**config.mk**
```make
export PLATFORM = sky130hd
export DESIGN_NAME = fifo_or_smallest_first_request_queue
export DESIGN_NICKNAME = d
export VERILOG_FILES = /design/src/sv/fsfq_pkg.sv /design/src/sv/fsfq_cell.sv /design/src/sv/fifo_or_smallest_first_request_queue.sv
export SDC_FILE = /design/constraint.sdc
export NUM_CORES = 2
export LEC_CHECK = 0
export BUFFER_PORTS_ARGS = -buffer_cell sky130_fd_sc_hd__clkbuf_2
export CAP_MARGIN = 5
export CORE_MARGIN = 2
export CORE_UTILIZATION = 46
export CTS_CLUSTER_SIZE = 16
export DETAILED_ROUTE_END_ITERATION = 12
export PLACE_DENSITY_LB_ADDON = 0.25
export SLEW_MARGIN = 20
export SYNTH_ARGS = -nofsm -noshare
export SYNTH_HDL_FRONTEND = slang
export SYNTH_HIERARCHICAL = 1
export SYNTH_SLANG_ARGS = --single-unit
```
**constraint.sdc**
```tcl
create_clock -name clock -period 15.59 [get_ports clock]
set_clock_uncertainty 0.1 [all_clocks]
set_input_delay 2.3385 -clock clock [delete_from_list [all_inputs] [get_ports clock]]
set_output_delay 2.3385 -clock clock [all_outputs]
set_load 0.05 [all_outputs]
```
**src/sv/fsfq_pkg.sv**
```systemverilog
package fsfq_pkg;

   // Storage depth default
   localparam int DEPTH_DEFAULT = 16;

   // Configuration port
   localparam int CSR_DATA_W  = 5;
   localparam int CSR_INDEX_W = 1;
   localparam logic [CSR_INDEX_W-1:0] CSR_POLICY   = 1'd0;
   localparam logic [CSR_INDEX_W-1:0] CSR_CAPACITY = 1'd1;

   localparam logic       POLICY_FIFO     = 1'b0;
   localparam logic       POLICY_SMALLEST = 1'b1;
   localparam logic [4:0] CAPACITY_RESET  = 5'd16;
   localparam logic [4:0] CAPACITY_MAX    = 5'd31;

   // Request operations
   localparam logic OP_PUSH = 1'b0;
   localparam logic OP_POP  = 1'b1;

   // Result status codes
   localparam logic [1:0] STATUS_PUSHED = 2'd0;
   localparam logic [1:0] STATUS_FULL   = 2'd1;
   localparam logic [1:0] STATUS_POPPED = 2'd2;
   localparam logic [1:0] STATUS_EMPTY  = 2'd3;

   // Per-cell commands
   typedef logic [1:0] cell_cmd_type;
   localparam cell_cmd_type CELL_HOLD      = 2'd0;
   localparam cell_cmd_type CELL_LOAD_NEW  = 2'd1;
   localparam cell_cmd_type CELL_TAKE_PREV = 2'd2;
   localparam cell_cmd_type CELL_TAKE_NEXT = 2'd3;

   typedef struct packed {
      logic [15:0] conn_id;
      logic [15:0] name_tag;
      logic [31:0] size_bytes;
   } entry_type;

   typedef struct packed {
      logic        op;
      logic [15:0] conn_id;
      logic [15:0] name_tag;
      logic [31:0] size_bytes;
   } req_type;

   typedef struct packed {
      logic [1:0]  status;
      logic [15:0] out_conn_id;
      logic [15:0] out_name_tag;
      logic [31:0] out_size_bytes;
      logic [4:0]  occupancy;
   } rsp_type;

endpackage

```
**src/sv/fsfq_cell.sv**
```systemverilog
module fsfq_cell (
   input  logic                   clock,
   input  fsfq_pkg::cell_cmd_type cmd,
   input  fsfq_pkg::entry_type    prev_entry,
   input  fsfq_pkg::entry_type    next_entry,
   input  fsfq_pkg::entry_type    new_entry,
   output fsfq_pkg::entry_type    entry_q,
   output logic                   key_lt,
   output logic                   key_le
);
   import fsfq_pkg::*;

   entry_type entry_ff;
   entry_type entry_in;

   // Pick the next content: hold, take the new request or a neighbor's entry
   always_comb begin
      case (cmd)
         CELL_HOLD:      entry_in = entry_ff;
         CELL_LOAD_NEW:  entry_in = new_entry;
         CELL_TAKE_PREV: entry_in = prev_entry;
         CELL_TAKE_NEXT: entry_in = next_entry;
         default:        entry_in = entry_ff;
      endcase
   end

   always_ff @(posedge clock) begin
      entry_ff <= entry_in;
   end

   // Compare the broadcast key against the held size
   assign key_lt  = new_entry.size_bytes <  entry_ff.size_bytes;
   assign key_le  = new_entry.size_bytes <= entry_ff.size_bytes;
   assign entry_q = entry_ff;

endmodule

```
**src/sv/fifo_or_smallest_first_request_queue.sv**
```systemverilog
// Channel   Direction  Payload              Handshake
// req       in         fsfq_pkg::req_type   req_valid / req_stall
// rsp       out        fsfq_pkg::rsp_type   rsp_valid / rsp_stall
// csr       in         policy, capacity     csr_write / csr_index / csr_data
//
// A pop, a rejected push, a first-in first-out push and a push into an empty
// queue finish in the cycle they are accepted. A smallest-first push walks a
// cursor down the row of cells, one cell per cycle, until it reaches the position
// it lands at. Results leave through an output register; the next beat is taken
// once the previous result has moved there. Reset is synchronous and empties the
// queue; no clearing pass is needed.
module fifo_or_smallest_first_request_queue #(
   parameter int DEPTH = fsfq_pkg::DEPTH_DEFAULT
) (
   input  logic                                clock,
   input  logic                                reset,
   input  logic                                csr_write,
   input  logic [fsfq_pkg::CSR_INDEX_W-1:0]    csr_index,
   input  logic [fsfq_pkg::CSR_DATA_W-1:0]     csr_data,
   input  logic                                req_valid,
   output logic                                req_stall,
   input  fsfq_pkg::req_type                   req_data,
   output logic                                rsp_valid,
   input  logic                                rsp_stall,
   output fsfq_pkg::rsp_type                   rsp_data
);
   import fsfq_pkg::*;

   // Occupancy never exceeds the 5-bit capacity limit
   localparam int LIMIT_MAX_I = (DEPTH < 31) ? DEPTH : 31;
   localparam logic [4:0] LIMIT_MAX = 5'(LIMIT_MAX_I);
   localparam int CW = $clog2(LIMIT_MAX_I + 1);

   localparam logic [1:0] ST_IDLE = 2'd0;
   localparam logic [1:0] ST_WALK = 2'd1;
   localparam logic [1:0] ST_EMIT = 2'd2;

   logic [1:0]       state_ff, state_in;
   logic [CW-1:0]    count_ff, count_in;
   logic             policy_ff;
   logic [4:0]       capacity_ff;
   entry_type        new_ff, new_in;
   logic [DEPTH-1:0] before_ff, before_in;
   rsp_type          pend_ff, pend_in;
   logic             rsp_valid_ff, rsp_valid_in;
   rsp_type          rsp_ff, rsp_in;

   entry_type        req_entry;
   entry_type        key_entry;
   entry_type        cell_q [DEPTH];
   cell_cmd_type     cell_cmd [DEPTH];
   logic [DEPTH-1:0] key_lt;
   logic [DEPTH-1:0] key_le;
   logic [DEPTH-1:0] at_cur;
   logic [DEPTH-1:0] hit_cur;
   logic [4:0]       limit;
   logic             full;
   logic             out_free;
   logic             accept;
   logic             walk_hit;

   assign req_entry = '{conn_id:    req_data.conn_id,
                        name_tag:   req_data.name_tag,
                        size_bytes: req_data.size_bytes};
   assign key_entry = (state_ff == ST_WALK) ? new_ff : req_entry;

   assign req_stall = (state_ff != ST_IDLE);
   assign accept    = req_valid && !req_stall;
   assign out_free  = !rsp_valid_ff || !rsp_stall;

   // Effective limit is the smaller of capacity and storage depth
   assign limit = (capacity_ff < LIMIT_MAX) ? capacity_ff : LIMIT_MAX;
   assign full  = (5'(count_ff) >= limit);

   // Build the row of cells and the cursor test at each one
   for (genvar i = 0; i < DEPTH; i++) begin : g_cell
      if (i == 0) begin : g_head
         assign at_cur[i]  = !before_ff[i];
         assign hit_cur[i] = (count_ff == '0) || key_lt[i];
         fsfq_cell u_cell (
            .clock      (clock),
            .cmd        (cell_cmd[i]),
            .prev_entry (key_entry),
            .next_entry (cell_q[(DEPTH > 1) ? 1 : 0]),
            .new_entry  (key_entry),
            .entry_q    (cell_q[i]),
            .key_lt     (key_lt[i]),
            .key_le     (key_le[i])
         );
      end else if (i == DEPTH - 1) begin : g_tail
         assign at_cur[i]  = !before_ff[i] && before_ff[i-1];
         assign hit_cur[i] = (32'(count_ff) <= 32'(i)) || key_le[i];
         fsfq_cell u_cell (
            .clock      (clock),
            .cmd        (cell_cmd[i]),
            .prev_entry (cell_q[i-1]),
            .next_entry (key_entry),
            .new_entry  (key_entry),
            .entry_q    (cell_q[i]),
            .key_lt     (key_lt[i]),
            .key_le     (key_le[i])
         );
      end else begin : g_body
         assign at_cur[i]  = !before_ff[i] && before_ff[i-1];
         assign hit_cur[i] = (32'(count_ff) <= 32'(i)) || key_le[i];
         fsfq_cell u_cell (
            .clock      (clock),
            .cmd        (cell_cmd[i]),
            .prev_entry (cell_q[i-1]),
            .next_entry (cell_q[i+1]),
            .new_entry  (key_entry),
            .entry_q    (cell_q[i]),
            .key_lt     (key_lt[i]),
            .key_le     (key_le[i])
         );
      end
   end

   assign walk_hit = |(at_cur & hit_cur);

   // Sequence the operation and steer the cells
   always_comb begin
      logic    done;
      rsp_type res;
      done      = 1'b0;
      res       = '0;
      state_in  = state_ff;
      count_in  = count_ff;
      new_in    = new_ff;
      before_in = before_ff;
      pend_in   = pend_ff;
      rsp_in    = rsp_ff;
      rsp_valid_in = rsp_valid_ff && rsp_stall;
      for (int i = 0; i < DEPTH; i++) begin
         cell_cmd[i] = CELL_HOLD;
      end

      case (state_ff)
         ST_IDLE: begin
            if (accept) begin
               if (req_data.op == OP_POP) begin
                  done = 1'b1;
                  if (count_ff == '0) begin
                     res.status = STATUS_EMPTY;
                  end else begin
                     res.status         = STATUS_POPPED;
                     res.out_conn_id    = cell_q[0].conn_id;
                     res.out_name_tag   = cell_q[0].name_tag;
                     res.out_size_bytes = cell_q[0].size_bytes;
                     count_in           = count_ff - CW'(1);
                     for (int i = 0; i < DEPTH; i++) begin
                        cell_cmd[i] = CELL_TAKE_NEXT;
                     end
                  end
               end else if (full) begin
                  done       = 1'b1;
                  res.status = STATUS_FULL;
               end else if (policy_ff == POLICY_FIFO || count_ff == '0) begin
                  // Append at the tail
                  done       = 1'b1;
                  res.status = STATUS_PUSHED;
                  count_in   = count_ff + CW'(1);
                  for (int i = 0; i < DEPTH; i++) begin
                     if (32'(count_ff) == 32'(i)) begin
                        cell_cmd[i] = CELL_LOAD_NEW;
                     end
                  end
               end else begin
                  // Start the cursor at the head
                  new_in    = req_entry;
                  before_in = '0;
                  state_in  = ST_WALK;
               end
            end
         end
         ST_WALK: begin
            if (walk_hit) begin
               // Insert at the cursor, shift the rest down
               done       = 1'b1;
               res.status = STATUS_PUSHED;
               count_in   = count_ff + CW'(1);
               for (int i = 0; i < DEPTH; i++) begin
                  if (at_cur[i]) begin
                     cell_cmd[i] = CELL_LOAD_NEW;
                  end else if (!before_ff[i]) begin
                     cell_cmd[i] = CELL_TAKE_PREV;
                  end
               end
            end else begin
               before_in = before_ff | at_cur;
            end
         end
         ST_EMIT: begin
            if (out_free) begin
               rsp_valid_in = 1'b1;
               rsp_in       = pend_ff;
               state_in     = ST_IDLE;
            end
         end
         default: begin
            state_in = ST_IDLE;
         end
      endcase

      // Deliver the result now or park it until the output frees up
      if (done) begin
         res.occupancy = 5'(count_in);
         if (out_free) begin
            rsp_valid_in = 1'b1;
            rsp_in       = res;
            state_in     = ST_IDLE;
         end else begin
            pend_in  = res;
            state_in = ST_EMIT;
         end
      end
   end

   // Control registers
   always_ff @(posedge clock) begin
      if (reset) begin
         state_ff     <= ST_IDLE;
         count_ff     <= '0;
         rsp_valid_ff <= 1'b0;
         policy_ff    <= POLICY_FIFO;
         capacity_ff  <= CAPACITY_RESET;
      end else begin
         state_ff     <= state_in;
         count_ff     <= count_in;
         rsp_valid_ff <= rsp_valid_in;
         if (csr_write) begin
            case (csr_index)
               CSR_POLICY:   policy_ff   <= csr_data[0];
               CSR_CAPACITY: capacity_ff <= csr_data;
               default:      policy_ff   <= policy_ff;
            endcase
         end
      end
   end

   // Payload registers
   always_ff @(posedge clock) begin
      new_ff    <= new_in;
      before_ff <= before_in;
      pend_ff   <= pend_in;
      rsp_ff    <= rsp_in;
   end

   assign rsp_valid = rsp_valid_ff;
   assign rsp_data  = rsp_ff;

endmodule

```
Word level (Yosys, flattened, before mapping)
Cells that the tools add are included.
{ "classes": {"add_sub_neg": 2, "n_lt_le_gt_ge": 33, "n_eq_ne": 76, "n_mux": 115, "n_bitwise": 8, "reduce_logical": 83} }
{ "ops": {"columns": ["cell", "n"], "rows": [
  ["one-hot mux 64 bit (3 select lines)", 14],
  ["<= comparator 32 bit", 15],
  ["2-to-1 mux 71 bit", 4],
  ["2-to-1 mux 64 bit", 4],
  ["one-hot mux 64 bit (2 select lines)", 2],
  ["2-to-1 mux 32 bit", 3],
  ["2-to-1 mux 31 bit", 3],
  ["2-to-1 mux 16 bit", 5],
  ["2-to-1 mux 2 bit", 39],
  ["equality test 2 bit, second input constant", 33],
  ["2-to-1 mux 66 bit", 1],
  ["one-hot mux 32 bit (2 select lines)", 1],
  ["equality test 5 x 4 -> 1 bit, second input constant", 8],
  ["<= comparator 5 x 4 -> 1 bit, second input constant", 8],
  ["2-to-1 mux 5 bit", 7],
  ["equality test 2 x 1 -> 1 bit, second input constant", 17],
  ["logical NOT 2 bit", 17],
  ["< comparator 32 bit", 1],
  ["one-hot mux 16 bit (2 select lines)", 1],
  ["2-to-1 mux 1 bit", 28],
  ["equality test 5 x 3 -> 1 bit, second input constant", 4],
  ["<= comparator 5 x 3 -> 1 bit, second input constant", 4],
  ["logical NOT 1 bit", 19],
  ["logical OR 1 bit", 18],
  ["25 further kinds", 61]
]} }
{ "totals": {"register_bits": 1260, "out_inout_bits": 73, "word_cells": 384} }

Depth between registers and ports, before layout
{ "depth": {"ltp_word": 11, "mapped_depth": 25} }

Modules after synthesis
Netlist, hierarchy kept.
{ "modules_own_cells": {"columns": ["module", "instances", "cells_per_inst", "area_each_um2"], "rows": [
  ["fsfq_cell at g_cell[0].g_head.u_cell ...", 12, 397, 4053.9],
  ["fsfq_cell at g_cell[6].g_body.u_cell ...", 4, 396, 4055.1],
  ["fifo_or_smallest_first_request_queue", 1, 1145, 10724.0]
]} }

Worst setup path before layout
Ideal clock, no wire load.
{ "synth_timing": {"path_type": "input to register", "from": "input port req_valid", "to": "register new_ff[0] in the netlist's numbering (enable)", "setup_ns": 0.644, "arrival_ns": 9.013, "required_time_ns": 14.846, "path_slack_ns": 5.833, "stages": 2, "cell_sequence": "or3b_2 nor4_1"} }
{ "synth_between": {"elab_chain_cells": 2} }
{ "synth_lines": {"columns": ["item", "line", "rtl"], "rows": [
  ["start: declaration", "fifo_or_smallest_first_request_queue.sv:20", "input logic req_valid,"],
  ["logical AND 1 bit", "fifo_or_smallest_first_request_queue.sv:68", "assign accept = req_valid && !req_stall;"],
  ["AND reduction 5 bit (no line)", null, null],
  ["end signal: assignment", "fifo_or_smallest_first_request_queue.sv:243", "new_ff <= new_in;"],
  ["end: declaration", "fifo_or_smallest_first_request_queue.sv:42", "entry_type new_ff, new_in;"]
]} }
Every way passes these cells.
A chain may end at the register's enable or synchronous reset.

==> summary.md <==
| Metric | Value |
|---|---|
| Run status | complete, no violations |
| CTS Root Cell | clkbuf_16 |
| Worst-path clk slew | roughly 0.06 ns |
| Multi-input gate area | roughly 35000 um^2 |
| Non-Filler Instances | 9765 |
| Slew HR | between 20 and 30% |
| Endpoint class of the critical path | flip-flop |
| Crit path top cell by count | buf_4 |
| Cells along the critical path | inv_1 -> nand2_4 -> buf_4 -> buf_4 -> nand2_1 -> nand2_1 -> buf_4 -> ha_1 -> nand4_1 -> nor4_1 -> inv_1 -> a31oi_1 -> o21ai_1 -> o311a_1 -> or4_4 -> nor4b_4 -> nand2_1 -> nand2_1 -> buf_4 -> nor2_1 -> a221o_4 -> or2_2 -> buf_4 |
| Clock buffer depth | 3 |
| H-tree depth | 4 |
| Max FO, Critical Path | 60 |
| DRC viols | 0 |
| Routed vias/inst | 5.573 |
| Setup WS pre-CTS | roughly 6.4 ns |
| Final Total Pwr | 11.16 mW |
| Inst Count DP | ~9500 |
| Sequential cell area | around 37000 um^2 |
| Delay-heaviest family, CP | simple AND/OR/NAND/NOR gates |
| Initial antenna violation count | 2 |
| TritonCTS Sinks | approximately 1300 |
| Total GRT Usage | 23.85% |
| Die area | ~170000 um^2 |
| Final Hold Viols | 0 |
| Std-Cell Rows | 148 |
| Starting density of the core | about 46% |
| GRT overflow | 0 |
| CORE AREA | around 160000 um^2 |
| Slowest stage cell, crit path | nor4_1 |
| CP required | ~16 ns |
| Crit path DAT | about 9.3 ns |
| DR iter-0 viols | around 3900 |
| Ys Warns | 6 |
| Die Ht | between 400 and 500 um |
| RSZ-0062 raised after global routing | no |
| Fmax | around 110 MHz |
| Die width | between 400 and 500 um |
| Postcts setup bufs | 0 |
| PostCTS Resize Cnt | 0 |
| Pins Over Slew Limit | 0 |
| Worst Hold Class | flip-flop to flip-flop |
| CP max stage delay | 0.78 ns |
| CP Class | flip-flop to flip-flop |
| PnR worst setup slack | 6.572 ns |
| Setup Viol. Count Final | 0 |
| Power Density | 134.6 nW/um^2 |
| Layout fillers | between 10000 and 15000 |
| RePlAce Congestion | 0.8715 |
| Nets | roughly 8000 |
| Mapped Cells | 7474 |
| Vias in the first global route | around 54000 |
| Setup_tns | 0 ns |
| Startpoint types | flip-flop |
| Max Cap Viol | 0 |
| Top sig layer | met4 |
| Max rail drop VDD | between 100 and 150 uV |
| Port Buffer Count | roughly 150 |
| Worst slew pin tran | 1.065 ns |
| Met3 WL post-DR | between 8000 and 9000 um |
| Area grow syn2layout | 9.805% |
| Hold-fix buffers, CTS | 0 |
| CTS buffer count | approximately 140 |
| HPWL after DPL | between 100000 and 150000 um |
| M1 WL | roughly 86000 um |
| CTS tree | built |
| Antenna Nets Post-Route | 0 |
| Worst Path Buf+Inv | 7 |
| Drt pass-1 iters | 8 |
| # IOs | approximately 150 |
| Worst skew pair latency | ~0.80 ns |
| Cell Area, Synth | roughly 76000 um^2 |
| WHS | around 0.36 ns |
| Largest net degree at the start of global routing | 104 |
| Period minus WS final | approximately 9 ns |
| Global-route wire length before repair | 316500 um |
| Static leakage | 32.55 nW |
| Syn Nets | slightly above 8000 |
| Detail Route met2 WL | approximately 100000 um |
| Routed WL | slightly above 200000 um |
| Final period utilization | 57.84% |
| Layout cell share with drive strength beyond 1 | 7.603% |
| Avg Cell Area, Syn | approximately 10 um^2 |
| Routed length per instance | roughly 21 um |
| Vias | roughly 54000 |
[power breakdown]
group          internal (mW)  switching (mW)  leakage (nW)
sequential              4.49           0.433          11.7
combinational           1.01            1.92          18.7
clock                   1.87            1.42          2.17
[placed cells by master, fill, tap and decap left out, types with 8 or more instances in the layout]
cell type / instances
a21oi_1: 1237
nand2b_1: 33
nand4_1: 79
o21ai_1: 31
a31oi_1: 86
edfxtp_1: 1175
or2_4: 8
and4_1: 9
nand4_2: 12
clkbuf_8: 9
clkinv_2: 15
inv_1: 583
nor2b_1: 10
nor2_1: 1178
nand4_4: 12
clkinv_1: 25
a21o_1: 19
nor4_2: 14
or2_2: 9
nand2_1: 504
dfxtp_1: 85
o21ai_0: 74
o31ai_1: 21
nor3_1: 8
clkbuf_16: 148
ha_1: 523
clkbuf_2: 148
o31ai_4: 9
buf_4: 119
clkbuf_1: 40
and2_1: 67
nor4_1: 14
nand3_1: 84
mux2i_1: 1027
nand2b_2: 12
a221oi_1: 45
[registers in the layout (all words and copies together) (netlist names), 2 cells and up]
signal,flops
g_cell.g_body.u_cell/entry_q,896
pend_ff,71
rsp_data,71
g_cell.g_head.u_cell/entry_q,64
g_cell.g_tail.u_cell/entry_q,64
new_ff,64
before_ff,16
capacity_ff,5
count_ff,5
state_ff,2
[path summary, 6_finish.rpt]
check                                                  from                                             to  slack, ns  cells past startpoint
worst max-delay path               state_ff[1]$_SDFFE_PP0P_  g_cell[1].g_body.u_cell/entry_q[41]$_DFFE_PP_       6.57                     23
worst min-delay path            capacity_ff[1]$_SDFFE_PP0P_                    capacity_ff[1]$_SDFFE_PP0P_       0.36                      2
worst max register to register     state_ff[1]$_SDFFE_PP0P_  g_cell[1].g_body.u_cell/entry_q[41]$_DFFE_PP_       6.57                     23
worst min register to register  capacity_ff[1]$_SDFFE_PP0P_                    capacity_ff[1]$_SDFFE_PP0P_       0.36                      2
[tightest hold or removal path, cell delays in order, from the launching register on]
cell	delay, ns
dfxtp_1	0.31
nand2_1	0.05
a21oi_1	0.05
[layout make-up]
cell class              instances  share of cell area [%]
flip-flops and latches       1260                   44.60
multi-input cells            5218                   42.04
well taps                    2175                   3.282
clock inverters                59                  0.5885
clock buffers                 197                   4.797
inverters                     586                   2.659
diodes                          1                0.003018
repair buffers                269                   2.028
[per-layer routing]
metal	up-vias	GRT usage (%)
li1	26930	-
met1	25870	30.54
met2	1294	42.21
met3	321	2.888
met4	0	6.865
met5	-	0
[through the flow]
stage / instance area, um^2 / util (%)
6_report: 82920 / 50.89
3_5_place_dp: 78430 / 48.13
4_1_cts: 82890 / 50.87
3_3_place_gp: 78430 / 48.13
2_1_floorplan: 75520 / -
5_1_grt: 82920 / 50.89
Power figures use the tool's default switching activity.
